[src/rtl/priority_inheritance_mutex_core_assert.svh]
// assertion macros for the mutex core
`ifndef PRIORITY_INHERITANCE_MUTEX_CORE_ASSERT_SVH
`define PRIORITY_INHERITANCE_MUTEX_CORE_ASSERT_SVH

`ifndef ASSERT_OFF

// antecedent implies consequent in the same cycle
`define PIM_ASSERT_SAME(lbl, clk, rst_n, ante, cons) \
    lbl: assert property (@(posedge clk) disable iff (!rst_n) (ante) |-> (cons)) \
        else $error("mutex core check failed");

// antecedent implies consequent in the next cycle
`define PIM_ASSERT_NEXT(lbl, clk, rst_n, ante, cons) \
    lbl: assert property (@(posedge clk) disable iff (!rst_n) (ante) |=> (cons)) \
        else $error("mutex core check failed");

`else

`define PIM_ASSERT_SAME(lbl, clk, rst_n, ante, cons)
`define PIM_ASSERT_NEXT(lbl, clk, rst_n, ante, cons)

`endif

`endif

[src/rtl/pimtx_pkg.sv]
`default_nettype none

package pimtx_pkg;

    localparam int ID_W           = 4;
    localparam int PRIO_W         = 5;
    localparam int ST_W           = 3;
    localparam int MAX_TASKS      = 16;
    localparam int PRIO_LEVELS    = 32;
    localparam int WAIT_DEPTH_DEF = 8;

    typedef logic [ST_W-1:0] t_status;

    localparam t_status ST_GRANTED = 3'd0;
    localparam t_status ST_BLOCKED = 3'd1;
    localparam t_status ST_TIMEOUT = 3'd2;
    localparam t_status ST_FREED   = 3'd3;
    localparam t_status ST_HANDED  = 3'd4;
    localparam t_status ST_FULL    = 3'd5;

    typedef logic [2:0] t_op;

    localparam t_op OP_GRANT    = 3'd0;
    localparam t_op OP_BLOCK    = 3'd1;
    localparam t_op OP_TIMEOUT  = 3'd2;
    localparam t_op OP_FULL     = 3'd3;
    localparam t_op OP_NOP_FREE = 3'd4;
    localparam t_op OP_RELEASE  = 3'd5;
    localparam t_op OP_HANDOVER = 3'd6;

    typedef struct packed {
        logic load;
        logic commit;
        t_op  op;
    } t_cmd;

    typedef struct packed {
        logic unlock;
        logic no_wait;
        logic held;
        logic full;
        logic empty;
    } t_dp_stat;

    function automatic logic [PRIO_W-1:0] f_clamp_prio(input logic [PRIO_W-1:0] p);
        logic [PRIO_W-1:0] lim;
        lim = PRIO_W'(PRIO_LEVELS - 1);
        return (p > lim) ? lim : p;
    endfunction

    function automatic logic [ID_W-1:0] f_wrap_id(input logic [ID_W-1:0] id);
        return ID_W'(id % MAX_TASKS);
    endfunction

endpackage

`default_nettype wire

[src/rtl/pimtx_ctrl.sv]
`default_nettype none

module pimtx_ctrl
    import pimtx_pkg::*;
(
    input  wire           i_clk,
    input  wire           i_rst_n,
    input  wire           i_start,
    input  wire t_dp_stat i_stat,
    output t_cmd          o_cmd,
    output logic          o_busy,
    output logic          o_valid
);

    localparam logic S_IDLE = 1'b0;
    localparam logic S_EXEC = 1'b1;

    logic r_state;
    logic n_state;
    logic r_valid;
    t_op  w_op;

    // pick the operation from the captured request and the mutex state
    always_comb begin
        if (!i_stat.unlock) begin
            if (!i_stat.held) begin
                w_op = OP_GRANT;
            end else if (i_stat.no_wait) begin
                w_op = OP_TIMEOUT;
            end else if (i_stat.full) begin
                w_op = OP_FULL;
            end else begin
                w_op = OP_BLOCK;
            end
        end else begin
            if (!i_stat.held) begin
                w_op = OP_NOP_FREE;
            end else if (i_stat.empty) begin
                w_op = OP_RELEASE;
            end else begin
                w_op = OP_HANDOVER;
            end
        end
    end

    always_comb begin
        n_state      = r_state;
        o_cmd.load   = 1'b0;
        o_cmd.commit = 1'b0;
        o_cmd.op     = w_op;
        case (r_state)
            S_IDLE: begin
                if (i_start) begin
                    o_cmd.load = 1'b1;
                    n_state    = S_EXEC;
                end
            end
            S_EXEC: begin
                o_cmd.commit = 1'b1;
                n_state      = S_IDLE;
            end
            default: begin
                n_state = S_IDLE;
            end
        endcase
    end

    always_ff @(posedge i_clk) begin
        if (!i_rst_n) begin
            r_state <= S_IDLE;
            r_valid <= 1'b0;
        end else begin
            r_state <= n_state;
            r_valid <= o_cmd.commit;
        end
    end

    assign o_busy  = (r_state != S_IDLE);
    assign o_valid = r_valid;

endmodule

`default_nettype wire

[src/rtl/pimtx_dp.sv]
`default_nettype none

module pimtx_dp
    import pimtx_pkg::*;
#(
    parameter int WAIT_DEPTH = WAIT_DEPTH_DEF
) (
    input  wire               i_clk,
    input  wire               i_rst_n,
    input  wire  t_cmd        i_cmd,
    input  wire               i_req_type,
    input  wire  [ID_W-1:0]   i_task_id,
    input  wire  [PRIO_W-1:0] i_task_priority,
    input  wire  [PRIO_W-1:0] i_task_base_priority,
    input  wire               i_no_wait,
    output t_dp_stat          o_stat,
    output t_status           o_status,
    output logic              o_owner_valid,
    output logic [ID_W-1:0]   o_owner_id,
    output logic [PRIO_W-1:0] o_owner_priority,
    output logic              o_reprioritize,
    output logic [ID_W-1:0]   o_adjusted_task,
    output logic [PRIO_W-1:0] o_adjusted_priority,
    output logic              o_preempt
);

    localparam int CW = $clog2(WAIT_DEPTH + 1);

    // captured request word
    logic              r_req;
    logic [ID_W-1:0]   r_tid;
    logic [PRIO_W-1:0] r_tpri;
    logic [PRIO_W-1:0] r_tbase;
    logic              r_nowait;

    // holder
    logic              r_held;
    logic [ID_W-1:0]   r_hid;
    logic [PRIO_W-1:0] r_hpri;
    logic [PRIO_W-1:0] r_hbase;
    logic              n_held;
    logic [ID_W-1:0]   n_hid;
    logic [PRIO_W-1:0] n_hpri;
    logic [PRIO_W-1:0] n_hbase;

    // sorted waiter chain, head in cell 0
    logic [ID_W-1:0]   r_wid   [WAIT_DEPTH];
    logic [PRIO_W-1:0] r_wpri  [WAIT_DEPTH];
    logic [PRIO_W-1:0] r_wbase [WAIT_DEPTH];
    logic [CW-1:0]     r_cnt;
    logic [CW-1:0]     n_cnt;

    logic [WAIT_DEPTH-1:0] w_keep;
    logic [WAIT_DEPTH-1:0] w_prev_keep;
    logic [ID_W-1:0]       w_up_id   [WAIT_DEPTH];
    logic [PRIO_W-1:0]     w_up_pri  [WAIT_DEPTH];
    logic [PRIO_W-1:0]     w_up_base [WAIT_DEPTH];
    logic [ID_W-1:0]       w_dn_id   [WAIT_DEPTH];
    logic [PRIO_W-1:0]     w_dn_pri  [WAIT_DEPTH];
    logic [PRIO_W-1:0]     w_dn_base [WAIT_DEPTH];

    t_status           n_status;
    logic              n_repri;
    logic [ID_W-1:0]   n_adj_task;
    logic [PRIO_W-1:0] n_adj_pri;
    logic              n_preempt;

    always_ff @(posedge i_clk) begin
        if (i_cmd.load) begin
            r_req    <= i_req_type;
            r_tid    <= f_wrap_id(i_task_id);
            r_tpri   <= f_clamp_prio(i_task_priority);
            r_tbase  <= f_clamp_prio(i_task_base_priority);
            r_nowait <= i_no_wait;
        end
    end

    assign o_stat.unlock  = r_req;
    assign o_stat.no_wait = r_nowait;
    assign o_stat.held    = r_held;
    assign o_stat.full    = (r_cnt == CW'(WAIT_DEPTH));
    assign o_stat.empty   = (r_cnt == '0);

    genvar g;
    generate
        for (g = 0; g < WAIT_DEPTH; g++) begin : g_cell
            // cells holding an equal or better priority stay where they are
            assign w_keep[g] = (CW'(g) < r_cnt) && (r_wpri[g] <= r_tpri);

            if (g == 0) begin : g_head
                assign w_prev_keep[g] = 1'b1;
                assign w_up_id[g]     = r_tid;
                assign w_up_pri[g]    = r_tpri;
                assign w_up_base[g]   = r_tbase;
            end else begin : g_body
                assign w_prev_keep[g] = w_keep[g-1];
                assign w_up_id[g]     = r_wid[g-1];
                assign w_up_pri[g]    = r_wpri[g-1];
                assign w_up_base[g]   = r_wbase[g-1];
            end

            if (g == WAIT_DEPTH - 1) begin : g_tail
                assign w_dn_id[g]   = r_wid[g];
                assign w_dn_pri[g]  = r_wpri[g];
                assign w_dn_base[g] = r_wbase[g];
            end else begin : g_mid
                assign w_dn_id[g]   = r_wid[g+1];
                assign w_dn_pri[g]  = r_wpri[g+1];
                assign w_dn_base[g] = r_wbase[g+1];
            end

            always_ff @(posedge i_clk) begin
                if (i_cmd.commit && (i_cmd.op == OP_BLOCK) && !w_keep[g]) begin
                    if (w_prev_keep[g]) begin
                        r_wid[g]   <= r_tid;
                        r_wpri[g]  <= r_tpri;
                        r_wbase[g] <= r_tbase;
                    end else begin
                        r_wid[g]   <= w_up_id[g];
                        r_wpri[g]  <= w_up_pri[g];
                        r_wbase[g] <= w_up_base[g];
                    end
                end else if (i_cmd.commit && (i_cmd.op == OP_HANDOVER)) begin
                    r_wid[g]   <= w_dn_id[g];
                    r_wpri[g]  <= w_dn_pri[g];
                    r_wbase[g] <= w_dn_base[g];
                end
            end
        end
    endgenerate

    always_comb begin
        n_held     = r_held;
        n_hid      = r_hid;
        n_hpri     = r_hpri;
        n_hbase    = r_hbase;
        n_cnt      = r_cnt;
        n_repri    = 1'b0;
        n_adj_task = '0;
        n_adj_pri  = '0;
        n_preempt  = 1'b0;
        n_status   = ST_FREED;
        case (i_cmd.op)
            OP_GRANT: begin
                n_held   = 1'b1;
                n_hid    = r_tid;
                n_hpri   = r_tpri;
                n_hbase  = r_tbase;
                n_status = ST_GRANTED;
            end
            OP_BLOCK: begin
                // inherit a better waiter priority
                if (r_tpri < r_hpri) begin
                    n_hpri     = r_tpri;
                    n_repri    = 1'b1;
                    n_adj_task = r_hid;
                    n_adj_pri  = r_tpri;
                end
                n_cnt    = r_cnt + CW'(1);
                n_status = ST_BLOCKED;
            end
            OP_TIMEOUT: begin
                n_status = ST_TIMEOUT;
            end
            OP_FULL: begin
                n_status = ST_FULL;
            end
            OP_NOP_FREE: begin
                n_status = ST_FREED;
            end
            OP_RELEASE: begin
                if (r_hpri != r_hbase) begin
                    n_repri    = 1'b1;
                    n_adj_task = r_hid;
                    n_adj_pri  = r_hbase;
                end
                n_held   = 1'b0;
                n_hid    = '0;
                n_hpri   = '0;
                n_hbase  = '0;
                n_status = ST_FREED;
            end
            OP_HANDOVER: begin
                if (r_hpri != r_hbase) begin
                    n_repri    = 1'b1;
                    n_adj_task = r_hid;
                    n_adj_pri  = r_hbase;
                end
                n_hid     = r_wid[0];
                n_hpri    = r_wpri[0];
                n_hbase   = r_wbase[0];
                n_cnt     = r_cnt - CW'(1);
                n_preempt = (r_wpri[0] < r_tpri);
                n_status  = ST_HANDED;
            end
            default: begin
                n_status = ST_FREED;
            end
        endcase
    end

    always_ff @(posedge i_clk) begin
        if (!i_rst_n) begin
            r_held  <= 1'b0;
            r_hid   <= '0;
            r_hpri  <= '0;
            r_hbase <= '0;
            r_cnt   <= '0;
        end else if (i_cmd.commit) begin
            r_held  <= n_held;
            r_hid   <= n_hid;
            r_hpri  <= n_hpri;
            r_hbase <= n_hbase;
            r_cnt   <= n_cnt;
        end
    end

    // result word, held until the next commit
    always_ff @(posedge i_clk) begin
        if (i_cmd.commit) begin
            o_status            <= n_status;
            o_owner_valid       <= n_held;
            o_owner_id          <= n_held ? n_hid : '0;
            o_owner_priority    <= n_held ? n_hpri : '0;
            o_reprioritize      <= n_repri;
            o_adjusted_task     <= n_adj_task;
            o_adjusted_priority <= n_adj_pri;
            o_preempt           <= n_preempt;
        end
    end

endmodule

`default_nettype wire

[src/rtl/priority_inheritance_mutex_core.sv]
`default_nettype none
// priority inheritance mutex core
// requests come in on start/busy: a request word (lock or unlock, task id,
// effective and base priority, no-wait flag) is taken at a rising edge with
// start high and busy low. busy then stays high for one cycle.
// each request gives exactly one result word, shown on the o_ result ports
// for one cycle with o_valid high; there is no back-pressure, the receiver
// must take it in that cycle.
// o_valid is registered from the update commit and rises as busy falls.
// a new request is taken only after the update: the request is captured,
// then the sorted waiter chain inserts or pops at most one entry.
// a new request may be taken in the same cycle that o_valid is shown.
// waiters are kept in WAIT_DEPTH register cells sorted by priority, equal
// priorities in arrival order; lower number is higher priority.
// reset (synchronous, active low) frees the mutex, empties the queue and
// drops busy and o_valid; no clearing pass is needed, so start is taken as soon
// as reset is released.

`include "priority_inheritance_mutex_core_assert.svh"

module priority_inheritance_mutex_core
    import pimtx_pkg::*;
#(
    parameter int WAIT_DEPTH = WAIT_DEPTH_DEF
) (
    input  wire               i_clk,
    input  wire               i_rst_n,
    input  wire               start,
    output logic              busy,
    input  wire               i_req_type,
    input  wire  [ID_W-1:0]   i_task_id,
    input  wire  [PRIO_W-1:0] i_task_priority,
    input  wire  [PRIO_W-1:0] i_task_base_priority,
    input  wire               i_no_wait,
    output logic              o_valid,
    output logic [ST_W-1:0]   o_status,
    output logic              o_owner_valid,
    output logic [ID_W-1:0]   o_owner_id,
    output logic [PRIO_W-1:0] o_owner_priority,
    output logic              o_reprioritize,
    output logic [ID_W-1:0]   o_adjusted_task,
    output logic [PRIO_W-1:0] o_adjusted_priority,
    output logic              o_preempt
);

    t_cmd     w_cmd;
    t_dp_stat w_stat;

    pimtx_ctrl u_ctrl (
        .i_clk   (i_clk),
        .i_rst_n (i_rst_n),
        .i_start (start),
        .i_stat  (w_stat),
        .o_cmd   (w_cmd),
        .o_busy  (busy),
        .o_valid (o_valid)
    );

    pimtx_dp #(
        .WAIT_DEPTH (WAIT_DEPTH)
    ) u_dp (
        .i_clk                (i_clk),
        .i_rst_n              (i_rst_n),
        .i_cmd                (w_cmd),
        .i_req_type           (i_req_type),
        .i_task_id            (i_task_id),
        .i_task_priority      (i_task_priority),
        .i_task_base_priority (i_task_base_priority),
        .i_no_wait            (i_no_wait),
        .o_stat               (w_stat),
        .o_status             (o_status),
        .o_owner_valid        (o_owner_valid),
        .o_owner_id           (o_owner_id),
        .o_owner_priority     (o_owner_priority),
        .o_reprioritize       (o_reprioritize),
        .o_adjusted_task      (o_adjusted_task),
        .o_adjusted_priority  (o_adjusted_priority),
        .o_preempt            (o_preempt)
    );

    `PIM_ASSERT_NEXT(a_accept_busy, i_clk, i_rst_n, start && !busy, busy && !o_valid)
    `PIM_ASSERT_SAME(a_valid_idle, i_clk, i_rst_n, o_valid, !busy)
    `PIM_ASSERT_SAME(a_handover_held, i_clk, i_rst_n, o_valid && (o_status == ST_HANDED), o_owner_valid)
    `PIM_ASSERT_SAME(a_free_fields, i_clk, i_rst_n, o_valid && !o_owner_valid, (o_owner_id == '0) && (o_owner_priority == '0) && !o_preempt)

endmodule

`default_nettype wire

[config.mk]
export PLATFORM = sky130hd
export DESIGN_NAME = priority_inheritance_mutex_core
export DESIGN_NICKNAME = d
export VERILOG_FILES = /design/src/rtl/pimtx_pkg.sv /design/src/rtl/pimtx_ctrl.sv /design/src/rtl/pimtx_dp.sv /design/src/rtl/priority_inheritance_mutex_core.sv
export VERILOG_INCLUDE_DIRS = /design/src /design/src/rtl
export SDC_FILE = /design/constraint.sdc
export NUM_CORES = 1
export LEC_CHECK = 0
export CORE_UTILIZATION = 65
export DETAILED_ROUTE_END_ITERATION = 7
export DONT_BUFFER_PORTS = 1
export GPL_ROUTABILITY_DRIVEN = 0
export GPL_TIMING_DRIVEN = 0
export PLACE_DENSITY = 0.81
export SYNTH_ARGS = -nofsm -noshare
export SYNTH_HDL_FRONTEND = slang
export SYNTH_HIERARCHICAL = 1
export SYNTH_SLANG_ARGS = --single-unit
export TNS_END_PERCENT = 1
[constraint.sdc]
create_clock -name i_clk -period 6.45 [get_ports i_clk]
set_input_delay 1.29 -clock i_clk [delete_from_list [all_inputs] [get_ports i_clk]]
set_output_delay 1.29 -clock i_clk [all_outputs]
set_load 0.02 [all_outputs]
After elaboration in Yosys (flattened, before gate mapping)
Memories as Yosys holds them, arrays and structs flattened.
Cells that the tools add are included.
Cells by class
  add/subtract/negate cells: 2
  magnitude comparators: 20
  equal/unequal tests: 7
  mux-type cells: 132
  bitwise logic cells: 46
  reduce and logical (&&, ||, !) cells: 33
Operator list (number)
  two-way mux 5 bit: 33
  two-way mux 4 bit: 17
  two-way mux 1 bit: 66
  OR 1 bit: 45
  less-or-equal comparator 5 bit: 8
  case mux 5 bit (4 select lines): 1
  logical AND 1 bit: 18
  less-than comparator 3 x 4 -> 1 bit, first input constant: 4
  case mux 4 bit (2 select lines): 2
  case mux 3 bit (5 select lines): 1
  case mux 5 bit (3 select lines): 1
  two-way mux 3 bit: 4
  case mux 4 bit (3 select lines): 1
  greater-than comparator 5 bit, second input constant: 2
  less-than comparator 5 bit: 2
  case mux 5 bit (2 select lines): 1
  zero test 1 bit: 8
  less-than comparator 1 x 4 -> 1 bit, first input constant: 2
  less-than comparator 2 x 4 -> 1 bit, first input constant: 2
  == test 3 x 2 -> 1 bit, second input constant: 2
  == test 3 bit, second input constant: 2
  case mux 1 bit (2 select lines): 3
  != test 5 bit: 1
  adder 4 x 1 -> 4 bit, second input constant: 1
  11 further kinds: 13
Storage, ports and cells
  bits in registers: 61
  bits in writable memories: 112
  input bits: 19
  logic and storage cells: 263
  memories: 3
Memories
  u_dp.r_wbase: words 8, width 5, rd ports 8, clocked after Yosys merged registers in 0, wr ports 8, RTL line pimtx_dp.sv:49  | logic [PRIO_W-1:0] r_wbase [WAIT_DEPTH];
  u_dp.r_wpri: words 8, width 5, rd ports 8, clocked after Yosys merged registers in 0, wr ports 8, RTL line pimtx_dp.sv:48  | logic [PRIO_W-1:0] r_wpri [WAIT_DEPTH];
  u_dp.r_wid: words 8, width 4, rd ports 8, clocked after Yosys merged registers in 0, wr ports 8, RTL line pimtx_dp.sv:47  | logic [ID_W-1:0] r_wid [WAIT_DEPTH];

Logic depth before layout (Yosys ltp)
  depth after elaboration: 12
  depth in mapped cells: 15

Cells and area by module
Netlist, hierarchy kept.
By module, submodules not included
  pimtx_dp: instances 1, cells each 770, area an instance 8866.0 µm², sequential area each 4944.7 µm²
  pimtx_ctrl: instances 1, cells each 12, area an instance 108.9 µm², sequential area each 40.0 µm²

Least setup slack after synthesis
OpenSTA, ideal clock, no wires.
  kind: register to register
  start: reg u_dp.r_cnt[2]
  end: mem u_dp.r_wbase[2][0] (netlist: u_dp/r_wbase[0][10]), enable pin
  setup time: 0.404 ns
  arrival time: 3.186 ns
  data required time: 6.046 ns
  slack: 2.860 ns
  cell stages (with the launch flop): 12
  buffers on the path: 3
  clock period less this slack: 3.590 ns
  cell sequence: dfxtp_1 -> buf_6 -> or2_1 -> buf_2 -> or2_4 -> clkinv_2 -> nand2_1 -> a21boi_0 -> clkbuf_1 -> nand3_1 -> a21o_1 -> o21ai_0
RTL lines
  start: declaration: RTL line pimtx_dp.sv:50  | logic [CW-1:0] r_cnt;
  start signal: assignment: RTL line pimtx_dp.sv:214  | r_cnt <= n_cnt;
  end: declaration: RTL line pimtx_dp.sv:49

==> flow_summary.yaml <==
run_status:
  outcome: "completed"
timing:
  fin_crit_sh_pct: 66.8
  grt_setup_unrepaired: "no"
  setup_viol_count_final: 0
  worst_clock_skew_ns: 0.00997
  max_slew_margin_pct: 8.15
  final-max-slew-violation-count: 0
  maximum_frequency_from_static_timing_analysis_mhz: 232
  slew_at_the_pin_closest_to_its_max_slew_limit_ns: 1.37
  post-route-worst-setup-slack_ns: 2.14
  setup_tns_ns: 0
  hold_viol_final: 0
  final.min_clock_period_ns: 4.31
power_and_ir_drop:
  seqPwrFrac_pct: 52.8
  power_leakage_nw: 3.69
  power.density_cell_area_nw_per_um2: 248
  power_switching_mw: 0.574
  switching_share_pct: 23.6
  combPwrFrac_pct: 7.2
  power.ir.vdd_worst_v: 0.000215
  clock_power_share_pct: 40.0
  power_report.internal_total_mw: 1.85
worst_setup_path:
  cp-startpoint: "u_dp/r_cnt[3]"
  worstPathCellList: "buf_2 -> or2_1 -> buf_2 -> or2_4 -> clkinv_2 -> nand2_1 -> a21boi_0 -> clkbuf_1 -> nand3_1 -> a41oi_1 -> nand2_1 -> nor2_1 -> buf_2 -> mux2_2"
  worstSetupEndpoint: "u_dp/r_wbase[1][18]"
  path_depth: 14
  r2r_end: "u_dp/r_wbase[1][18]"
  cp_top_family: "simple AND/OR/NAND/NOR gates"
  critical-path-slowest-cell: "nand3_1"
  worst_ep_arrival_time_ns: 4.48
  timing.critical_path.buf_inv: 5
  critical_path_required_ns: 6.62
  crit-reg2reg-launch: "u_dp/r_cnt[3]"
  cp_launch_type: "flip-flop"
  rrSetupSlack_ns: 2.14
  crit_path_frequent_cell: "buf_2"
  endpoint_kind: "flip-flop"
  worst-setup-path-type: "flip-flop to flip-flop"
  crit_path_max_incr_delay_ns: 0.49
  rr_worst_depth: 14
  timing.critical_path.fanout_max: 10
detailed_routing:
  route.final.wire_length_mm: 24.0
  drtAntennaViolNets: 0
  drc: 0
  vias_per_cell: 7.08
  routed-via-count: 7043
  drt_iter0_markers: 1206
  route.detailed.wl_per_inst_um: 24.1
  dr.pass1.iters: 7
global_route:
  first_global_vias: 6909
  first_pass_grt_wire_length_mm: 37.4
  grt.overflow.total: 0
  antenna_found_initial: 0
  global_routing_usage_summed_across_all_routing_layers_pct: 34.8
  maximum_number_of_pins_on_one_net_before_global_route_repair: 26
logic_synthesis:
  synth_top_cells_by_area: "edfxtp_1, ha_1, a22oi_1"
  yosysWarnings: 6
  postSynthCellCount: 782
  synth_area_um2: 8970
  synthDominantCellAreaShare_pct: 50.9
  seq_area_frac_synth_pct: 55.5
  postSynthRegisterBits: 173
  most_common_library_cells_after_synthesis: "edfxtp_1, nand2_1, a22oi_1"
  async_reset_ff_share_pct: 0
  syn_nets: 849
  synthesis.area_per_instance_um2: 11.5
  synth_enable_flop_cells: 152
  synth_largest_area_cell: "edfxtp_1"
  ys_types: 54
  dominant_register_cell_in_the_synthesized_netlist: "edfxtp_1"
  synth.most_common_cell: "edfxtp_1"
finish:
  fillerInstances: 877
  design.final.nets: 873
  fraction_of_final_layout_cells_with_drive_strength_greater_than_1_pct: 9.52
  layout-area-overhead-vs-synth_pct: 9.17
  antenna_cells_inserted: 0
floorplan:
  dieHeight_um: 120
  ios: 45
  die-area_um2: 14300
  core_area_um2: 13300
  die_w_um: 120
  std_cell_rows: 42
  floorplan.initialDensity_pct: 67.2
placement:
  number_of_i_o_port_buffers: 0
  hpwlAfterDp_mm: 17.5
  placement.setup.worst_slack_ns: 2.28
cts:
  clock_tree_from_tritoncts: "built"
  htree_num_levels: 4
  ctsRootBufferMaster: "clkbuf_16"
  clock_tree.buffer_depth: 2
  post_cts_buffers: 0
  clock_pin_slew_on_the_worst_setup_and_hold_paths_ns: 0.07
  cts_sinks: 173
  clock_insertion_delay_at_the_later_pin_of_the_skew_report_ns: 0.43
  post_cts.resized_instances: 0
  numCtsBuffers: 17
  holdBufCountCts: 0
job:
  drv_cap: 0
min_path:
  worst_hold_path_type: "flip-flop to flip-flop"
[cell families after synthesis]
| kind of cell | count (synthesis) | share of synthesized area (%) |
|---|---|---|
| adder cells (fa/ha/maj) | 48 | 6.69 |
| AO/OA/AOI/OAI | 270 | 21.5 |
| buffers and inverters | 90 | 4.31 |
| flip-flops | 173 | 55.5 |
| AND/OR/NAND/NOR | 177 | 9.22 |
| XOR/XNOR | 10 | 0.976 |
| multiplexers | 14 | 1.76 |
[area by class of cell]
| cell class | instances | area, um^2 | area share, % |
|---|---|---|---|
| Timing Repair Buffer | 5 | 37.5 | 0.383 |
| Inverter | 29 | 110 | 1.12 |
| Tap cell | 176 | 220 | 2.25 |
| Clock buffer | 18 | 439 | 4.48 |
| Multi-Input combinational cell | 519 | 3610 | 36.8 |
| Clock inverter | 14 | 121 | 1.24 |
| Sequential cell | 173 | 4980 | 50.9 |
| Buffer | 61 | 277 | 2.82 |
[flip-flops by register name (all words and copies together), names as in the netlist, 3 cells and up]
name,cells
u_dp/r_wbase,40
u_dp/o_owner_id,4
u_dp/r_wpri,40
u_dp/r_tpri,5
u_dp/r_tid,4
u_dp/o_status,3
u_dp/o_adjusted_priority,5
u_dp/r_hid,4
u_dp/r_hpri,5
u_dp/r_tbase,5
u_dp/r_hbase,5
u_dp/r_wid,32
u_dp/o_owner_priority,5
u_dp/o_adjusted_task,4
u_dp/r_cnt,4
[cells in the final DEF, fill, tap and decap left out, drive strengths merged, types with 5 or more instances in the layout]
cell type  synthesis  routed
nor2b             17      17
ha                48      48
xnor2              5       5
o211ai             5       5
clkinvlp           0       5
o31ai             10      10
nor3               7       7
clkinv             1       8
buf               17      22
nand2b             7       7
o211a              8       8
dfxtp             21      21
edfxtp           152     152
nor2              39      39
nand2             79      79
clkbuf            44      62
o21ai             57      57
o22ai             10      10
inv               28      29
a221o             13      13
mux2              14      14
and2               6       6
a21o              31      31
a21oi             27      27
xor2               5       5
a22o              25      25
a22oi             64      64
nand3              5       5
[metal layers]
metal,wire [um],GRT usage (%),vias up
met2,11100,52.3,544
met5,0,0,-
met4,1260,20.8,0
met3,2630,6.08,101
li1,-,-,3026
met1,9040,47.8,3372
[metrics by stage]
stage	power (mW)	instances	cell area (um^2)	util, %	hold WS, ns
after CTS	2.42	995	9800	73.4	0.536
after global routing	2.49	995	9800	73.4	0.566
after floorplan	1.42	782	8970	-	0.472
after detailed placement	1.47	963	9240	69.2	0.521
after global placement	1.46	958	9200	68.9	0.502
final	2.43	995	9800	73.4	0.545
[worst register-to-register path: stages, from the launching register on]
cell	delay, ns
dfxtp_1	0.30
buf_2	0.18
or2_1	0.21
buf_2	0.16
or2_4	0.26
clkinv_2	0.08
nand2_1	0.07
a21boi_0	0.22
clkbuf_1	0.39
nand3_1	0.49
a41oi_1	0.37
nand2_1	0.11
nor2_1	0.45
buf_2	0.38
mux2_2	0.38
[power by group through the flow]
stage / sequential (mW) / clock (mW) / combinational, mW
after global routing: 1.28 / 1.02 / 0.191
after detailed placement: 1.30 / 0 / 0.167
after global placement: 1.30 / 0 / 0.154
after CTS: 1.28 / 0.971 / 0.169
final: 1.28 / 0.972 / 0.174
after floorplan: 1.29 / 0 / 0.126
[worst min path at each step]
stage,from,depth (start not counted),end,slack (ns)
finish,u_dp/r_held,1,u_dp/r_held,0.55
global route,u_dp/r_hpri[4],2,u_dp/r_hpri[4],0.57
CTS,u_dp/r_held,1,u_dp/r_held,0.54
detailed placement,u_dp/r_held,1,u_dp/r_held,0.52
global placement,u_dp/r_hpri[4],2,u_dp/r_hpri[4],0.50
floorplan,u_dp/r_hpri[4],2,u_dp/r_hpri[4],0.47
Note: power is estimated with default switching activity, not from simulation.
